## config.mk

```make
export PLATFORM = sky130hd
export DESIGN_NAME = fifo_page_replacement
export DESIGN_NICKNAME = d
export VERILOG_FILES = /design/src/rtl/fpr_pkg.sv /design/src/rtl/fpr_cell.sv /design/src/rtl/fifo_page_replacement.sv
export SDC_FILE = /design/constraint.sdc
export NUM_CORES = 1
export LEC_CHECK = 0
export BUFFER_PORTS_ARGS = -buffer_cell sky130_fd_sc_hd__buf_2
export CAP_MARGIN = 40
export CORE_MARGIN = 2
export CORE_UTILIZATION = 35
export DETAILED_ROUTE_END_ITERATION = 10
export PLACE_DENSITY = 0.5
export SKIP_CTS_REPAIR_TIMING = 1
export SYNTH_ARGS = -nofsm -noshare
export SYNTH_HDL_FRONTEND = slang
export SYNTH_HIERARCHICAL = 1
export SYNTH_SLANG_ARGS = --single-unit
```

## constraint.sdc

```tcl
create_clock -name i_clk -period 7.7 [get_ports i_clk]
set_input_delay 0.385 -clock i_clk [delete_from_list [all_inputs] [get_ports i_clk]]
set_output_delay 0.385 -clock i_clk [all_outputs]
set_load 0.01 [all_outputs]
```

## src/rtl/fpr_pkg.sv

```systemverilog
// Shared types and constants for the FIFO page replacement block.
`default_nettype none
package fpr_pkg;
    localparam int CFG_W       = 5;
    localparam int PAGE_IN_W   = 16;
    localparam int SLOT_W      = 4;
    localparam int FAULT_W     = 16;
    localparam int OUT_DATA_W  = 40;
    localparam int OUT_USER_W  = 2;
    localparam int CFG_RESET   = 4;

    typedef struct packed {
        logic wr_en;
        logic clear;
    } t_cell_ctl;
endpackage
`default_nettype wire

```

## src/rtl/fpr_cell.sv

```systemverilog
// One frame cell: page register, valid bit, match and first-hit chain stage.
`default_nettype none
module fpr_cell
    import fpr_pkg::*;
#(
    parameter int PAGE_BITS = 16
) (
    input  wire logic                 i_clk,
    input  wire logic                 i_rst_n,
    input  wire logic [PAGE_BITS-1:0] i_key,
    input  wire t_cell_ctl            i_ctl,
    input  wire logic                 i_active,
    input  wire logic                 i_hit_in,
    output logic                      o_hit_out,
    output logic                      o_first,
    output logic                      o_valid,
    output logic [PAGE_BITS-1:0]      o_page
);
    logic                 r_valid;
    logic [PAGE_BITS-1:0] r_page;
    logic                 n_valid;
    logic                 w_match;

    assign w_match   = i_active && r_valid && (r_page == i_key);
    assign o_first   = w_match && !i_hit_in;
    assign o_hit_out = i_hit_in || w_match;
    assign o_valid   = r_valid;
    assign o_page    = r_page;

    always_comb begin
        n_valid = r_valid || i_ctl.wr_en;
        if (i_ctl.clear) begin
            n_valid = 1'b0;
        end
    end

    always_ff @(posedge i_clk) begin
        if (!i_rst_n) begin
            r_valid <= 1'b0;
        end else begin
            r_valid <= n_valid;
        end
        if (i_ctl.wr_en) begin
            r_page <= i_key;
        end
    end
endmodule
`default_nettype wire

```

## src/rtl/fifo_page_replacement.sv

```systemverilog
// Top level of the FIFO page replacement block.
// Usage:
//   Slave stream: i_s_tdata[15:0] is the page number, i_s_tlast marks the last
//   reference of a string; after that item the table, fault count and replace
//   pointer are cleared.
//   Master stream: one result per item. o_m_tuser[0] page fault,
//   o_m_tuser[1] evicted valid; o_m_tdata holds frame slot, evicted page and
//   fault total.
//   Config channel: i_cfg_data sets the active frame count (0 acts as 1,
//   above MAX_FRAMES acts as MAX_FRAMES); always ready, table kept.
// Timing:
//   Each item passes an accept state and a lookup state; in the lookup the
//   row of frame cells compares the page, the first-hit chain picks the
//   lowest matching frame and the cells update. The result sits in the output
//   register the cycle after the lookup. No new item is accepted during a lookup.
//   If the receiver stalls, the output register holds its item; the next item
//   is accepted but its lookup waits until the output register frees.
// Reset (synchronous, active low) clears all valid bits, the pointer, the
// fault count and sets the frame count to 4.
`default_nettype none
module fifo_page_replacement
    import fpr_pkg::*;
#(
    parameter int MAX_FRAMES = 16,
    parameter int PAGE_BITS  = 16
) (
    input  wire logic                  i_clk,
    input  wire logic                  i_rst_n,
    input  wire logic                  i_s_tvalid,
    output logic                       o_s_tready,
    input  wire logic [PAGE_IN_W-1:0]  i_s_tdata,  // page_number
    input  wire logic                  i_s_tlast,  // last_reference
    output logic                       o_m_tvalid,
    input  wire logic                  i_m_tready,
    output logic [OUT_DATA_W-1:0]      o_m_tdata,  // frame_slot, evicted_page, fault_total, pad
    output logic [OUT_USER_W-1:0]      o_m_tuser,  // page_fault, evicted_valid
    input  wire logic                  i_cfg_valid,
    output logic                       o_cfg_ready,
    input  wire logic [CFG_W-1:0]      i_cfg_data
);
    localparam int IDX_W = (MAX_FRAMES > 1) ? $clog2(MAX_FRAMES) : 1;
    localparam int CNT_W = 8;

    typedef enum logic {S_IDLE, S_LOOK} t_state;

    t_state                  r_state;
    logic [CFG_W-1:0]        r_frames;
    logic [PAGE_BITS-1:0]    r_key;
    logic                    r_last;
    logic [IDX_W-1:0]        r_ptr;
    logic [FAULT_W-1:0]      r_fault;
    logic                    r_out_valid;
    logic [OUT_DATA_W-1:0]   r_out_data;
    logic [OUT_USER_W-1:0]   r_out_user;

    logic [31:0]             w_page_wide;
    logic [CNT_W-1:0]        w_cfg_ext;
    logic [CNT_W-1:0]        w_n;
    logic [CNT_W-1:0]        w_ptr_ext;
    logic [IDX_W-1:0]        w_p;
    logic [IDX_W-1:0]        n_ptr;
    logic [FAULT_W-1:0]      n_fault;
    logic                    w_hit;
    logic [IDX_W-1:0]        w_hit_slot;
    logic [IDX_W-1:0]        w_slot;
    logic                    w_ev_valid;
    logic [31:0]             w_ev_wide;
    logic                    w_load;
    logic                    w_take;

    logic [MAX_FRAMES:0]     w_chain;
    logic [MAX_FRAMES-1:0]   w_first;
    logic [MAX_FRAMES-1:0]   w_valid;
    logic [MAX_FRAMES-1:0]   w_active;
    logic [PAGE_BITS-1:0]    w_page [MAX_FRAMES];
    t_cell_ctl               w_ctl  [MAX_FRAMES];

    assign w_page_wide = {{(32 - PAGE_IN_W){1'b0}}, i_s_tdata};
    assign o_s_tready  = (r_state == S_IDLE);
    assign o_cfg_ready = 1'b1;
    assign o_m_tvalid  = r_out_valid;
    assign o_m_tdata   = r_out_data;
    assign o_m_tuser   = r_out_user;

    always_comb begin
        w_cfg_ext = CNT_W'(r_frames);
        if (w_cfg_ext == '0) begin
            w_n = CNT_W'(1);
        end else if (w_cfg_ext > CNT_W'(MAX_FRAMES)) begin
            w_n = CNT_W'(MAX_FRAMES);
        end else begin
            w_n = w_cfg_ext;
        end
        w_ptr_ext = CNT_W'(r_ptr);
        w_p = (w_ptr_ext >= w_n) ? '0 : r_ptr;
        n_ptr = (CNT_W'(w_p) + CNT_W'(1) == w_n) ? '0 : IDX_W'(CNT_W'(w_p) + CNT_W'(1));
    end

    assign w_chain[0] = 1'b0;
    assign w_hit      = w_chain[MAX_FRAMES];
    assign w_take     = !r_out_valid || i_m_tready;
    assign w_load     = (r_state == S_LOOK) && w_take;

    for (genvar g = 0; g < MAX_FRAMES; g++) begin : g_cell
        assign w_active[g]     = (CNT_W'(g) < w_n);
        assign w_ctl[g].wr_en  = w_load && !w_hit && (w_p == IDX_W'(g));
        assign w_ctl[g].clear  = w_load && r_last;
        fpr_cell #(
            .PAGE_BITS (PAGE_BITS)
        ) u_cell (
            .i_clk     (i_clk),
            .i_rst_n   (i_rst_n),
            .i_key     (r_key),
            .i_ctl     (w_ctl[g]),
            .i_active  (w_active[g]),
            .i_hit_in  (w_chain[g]),
            .o_hit_out (w_chain[g+1]),
            .o_first   (w_first[g]),
            .o_valid   (w_valid[g]),
            .o_page    (w_page[g])
        );
    end

    always_comb begin
        w_hit_slot = '0;
        for (int i = 0; i < MAX_FRAMES; i++) begin
            if (w_first[i]) begin
                w_hit_slot = w_hit_slot | IDX_W'(i);
            end
        end
        w_slot     = w_hit ? w_hit_slot : w_p;
        w_ev_valid = !w_hit && w_valid[w_p];
        w_ev_wide  = w_ev_valid ? 32'(w_page[w_p]) : '0;
        n_fault    = r_fault;
        if (!w_hit && (r_fault != '1)) begin
            n_fault = r_fault + FAULT_W'(1);
        end
    end

    always_ff @(posedge i_clk) begin
        if (!i_rst_n) begin
            r_state     <= S_IDLE;
            r_frames    <= CFG_W'(CFG_RESET);
            r_ptr       <= '0;
            r_fault     <= '0;
            r_out_valid <= 1'b0;
        end else begin
            if (i_cfg_valid) begin
                r_frames <= i_cfg_data;
            end
            if (r_out_valid && i_m_tready && !w_load) begin
                r_out_valid <= 1'b0;
            end
            case (r_state)
                S_IDLE: begin
                    if (i_s_tvalid) begin
                        r_key   <= w_page_wide[PAGE_BITS-1:0];
                        r_last  <= i_s_tlast;
                        r_state <= S_LOOK;
                    end
                end
                S_LOOK: begin
                    if (w_take) begin
                        r_out_valid <= 1'b1;
                        r_out_user  <= {w_ev_valid, !w_hit};
                        r_out_data  <= {{(OUT_DATA_W - SLOT_W - PAGE_IN_W - FAULT_W){1'b0}},
                                        n_fault, w_ev_wide[PAGE_IN_W-1:0],
                                        SLOT_W'(32'(w_slot))};
                        if (r_last) begin
                            r_ptr   <= '0;
                            r_fault <= '0;
                        end else begin
                            r_fault <= n_fault;
                            if (!w_hit) begin
                                r_ptr <= n_ptr;
                            end
                        end
                        r_state <= S_IDLE;
                    end
                end
                default: begin
                    r_state <= S_IDLE;
                end
            endcase
        end
    end

    a_first_onehot: assert property (@(posedge i_clk) disable iff (!i_rst_n)
        $onehot0(w_first))
        else $error("more than one first-hit cell");

    a_hit_no_evict: assert property (@(posedge i_clk) disable iff (!i_rst_n)
        (w_load && w_hit) |=> (o_m_tuser == '0))
        else $error("hit reported a fault or an eviction");

    a_last_clears: assert property (@(posedge i_clk) disable iff (!i_rst_n)
        (w_load && r_last) |=> (r_fault == '0 && r_ptr == '0 && w_valid == '0))
        else $error("last reference did not clear the table");
endmodule
`default_nettype wire

```

==> results.txt <==
Number of clock buffers inserted by TritonCTS: 42
Max IR drop VDD: 0.1652 mV
Count of standard-cell rows: 82
Maximum net fanout on the critical path: 17
Switching Share: 23.78%
Clock Root Buffer: clkbuf_16
Min-Delay Path Class: in -> reg
Seq pwr share: 49.7%
CP cell instances: or3_1 > or2_1 > nand3_1 > or4_1 > o21bai_2 > o21bai_2 > o21bai_2 > o21bai_2 > o21bai_2 > o21bai_2 > o21bai_2 > o21bai_2 > o21bai_2 > o21bai_2 > o21bai_2 > o21bai_2 > o21bai_2 > o21bai_2 > o21bai_2 > inv_1 > o41ai_1 > a31oi_1 > nand4_2 > a41oi_1
Largest net degree at the start of global routing: 72
Post-route clock skew: 0.02818 ns
Final setup violation count: 0
Die Height: 229.3 um
Switching power of the nets: 1.015 mW
Filler cells: 4730
Crit-path slowest cell: nand4_2
Vias in the first global route: 11.95k
Vias post-DR: 12.15k
Count of unresolved DRC violations after routing: 0
Mean instance size in the synthesized netlist: 12.24 um2
Initial DRT Pass Iterations: 5
Total non-filler cell area in the finished layout: 0.02051 mm2
Worst Hold Depth: 1
Endpoint arrival time on the critical path: 6.71 ns
Power density of the placed cells: 208.1 mW/mm2
Detailed router's first-iteration violation count: 1110
Wire per inst: 22.75 um
Worst hold slack: 0.009189 ns
Combinational Power Share: 6.7%
Tightest slew margin relative to the limit: 40.25%
Tmin final: 6.327 ns
Final antenna diode count: 0
H-Tree Level Count: 2
Worst path most repeated cell: o21bai_2
Antenna violations before repair: 1
Worst-skew pair later-pin latency: 0.58 ns
Via-to-Cell Ratio: 5.375
Placed instance area: 0.01911 mm2
Area of the die: 0.05258 mm2
Critical Path Source Type: flop
Total negative setup slack: 0 ns
Type of the setup path with the least slack: reg -> reg
Synth Warn #: 6
Count of input and output buffers: 66
Transition time of the tightest slew-check pin: 0.8963 ns
Total Routing Usage GR: 19.45%
Post-CTS clock slew at the launch and capture registers of the worst setup and hold paths: 0.06 ns
Result of the run: complete, no violations
Starting density of the core: 35.41%
Number of cells after detailed placement: 2170
Worst Setup End Kind: flop
Post-synthesis instance total: 1451
Post-detailed-routing wire length: 51440 um
R2R depth: 24
Number of buffers between clock root and the deepest sink: 3
Core area: 0.05017 mm2
Achievable clock frequency: 0.1581 GHz
Worst R2R Setup Slack: 1.37 ns
Relative contribution of the clock network to total power: 43.7%
Wire length of the first global-routing pass: 77290 um
Width of the die: 229.3 um
Antenna violation net count after detailed routing: 0
HPWL after detailed placement: 34980 um
Critical Path Max Stage Delay: 0.53 ns
Internal power summed over all cells: 3.253 mW
Netlist Area Pre-Place: 0.01777 mm2
Non-filler instance count after layout: 2261
I/O pin count: 72
Final RePlAce weighted congestion: 0.8467
Layout net count: 1591
Proportion of layout cells with a drive suffix above 1: 15.17%
Final hold violation count: 0
Leakage power: 6.411 nW
# Max-Cap Violations: 0
Number of clock sinks seen by CTS: 354
Overall power after layout: 4.267 mW
Max-slew violation count: 0
P&R area growth vs syn: 15.44%
Period utilization: 82.17%
Leftover overflow at the end of global routing: 0
TritonCTS clock tree: built
RSZ-0062 raised after global routing: false
Data required time of the critical path: 8.08 ns
## critical path, delay by kind of cell, from the launching register on
| family | cells | cell delay (ns) |
|---|---|---|
| flops | 1 | 0.43 |
| compound gates | 18 | 3.85 |
| buf+inv | 1 | 0.23 |
| simple gates | 5 | 1.62 |
## power groups by stage
stage          Combinational, mW  Clock (mW)  Sequential (mW)
2_1_floorplan              0.160           0             2.17
3_3_place_gp               0.272           0             2.16
3_5_place_dp               0.282           0             2.16
4_1_cts                    0.283        1.91             2.12
5_1_grt                    0.309        1.99             2.12
6_report                   0.284        1.86             2.12
## metal layers
metal	track usage, %	part of all wire, %	vias up
li1	-	-	5669
met1	28.02	47	6053
met2	30.41	45	351
met3	2.453	4.8	79
met4	6.250	2.6	0
met5	0	0	-
## area by class of cell
class                           count  area (um2)  share of cell area (%)
Multi-Input combinational cell   1017        7233                   35.27
Inverter                           14       52.55                  0.2562
Clock buffer                       56        1145                   5.582
Timing Repair Buffer              126       905.9                   4.417
Clock inverter                     22       126.4                  0.6162
Tap cell                          672       840.8                   4.100
Sequential cell                   354       10200                   49.76
## flip-flops by register name, summed over array words and instances, names as in the netlist
name                   flops
g_cell.u_cell/o_page     256
o_m_tdata                 36
g_cell.u_cell/o_valid     16
r_fault                   16
r_ptr                      4
r_frames                   5
r_state                    1
o_m_tuser                  2
r_key                     16
r_last                     1
o_m_tvalid                 1
## layout by cell type, fill, tap and decap left out, types with 15 or more instances in the layout
master,count
o221ai_1,24
nor3_2,15
buf_4,41
or3_1,23
nand2_1,29
nand3_1,37
xnor2_1,264
mux2i_1,54
nor2b_1,19
dfxtp_1,41
buf_2,66
nor2_1,140
o21bai_2,16
clkbuf_16,43
a221o_1,17
nor3b_1,16
a21oi_1,67
a41oi_1,16
or4_1,16
o21ai_0,73
edfxtp_1,311
nand4_1,51
## final timing paths
path	startpoint	to
worst max register to register	r_frames[2]	o_m_tdata[14]
worst max-delay path	r_frames[2]	o_m_tdata[14]
worst min-delay path	i_s_tdata[7]	r_key[7]
worst min register to register	g_cell[12].u_cell/o_valid	g_cell[12].u_cell/o_valid
## per-stage QoR
step	setup WS [ns]	utilization, %
5_1_grt	1.045	40.88
3_3_place_gp	1.583	37.79
4_1_cts	1.411	40.62
3_5_place_dp	1.438	38.08
6_report	1.373	40.88
2_1_floorplan	1.716	-
Power figures use the tool's default switching activity.
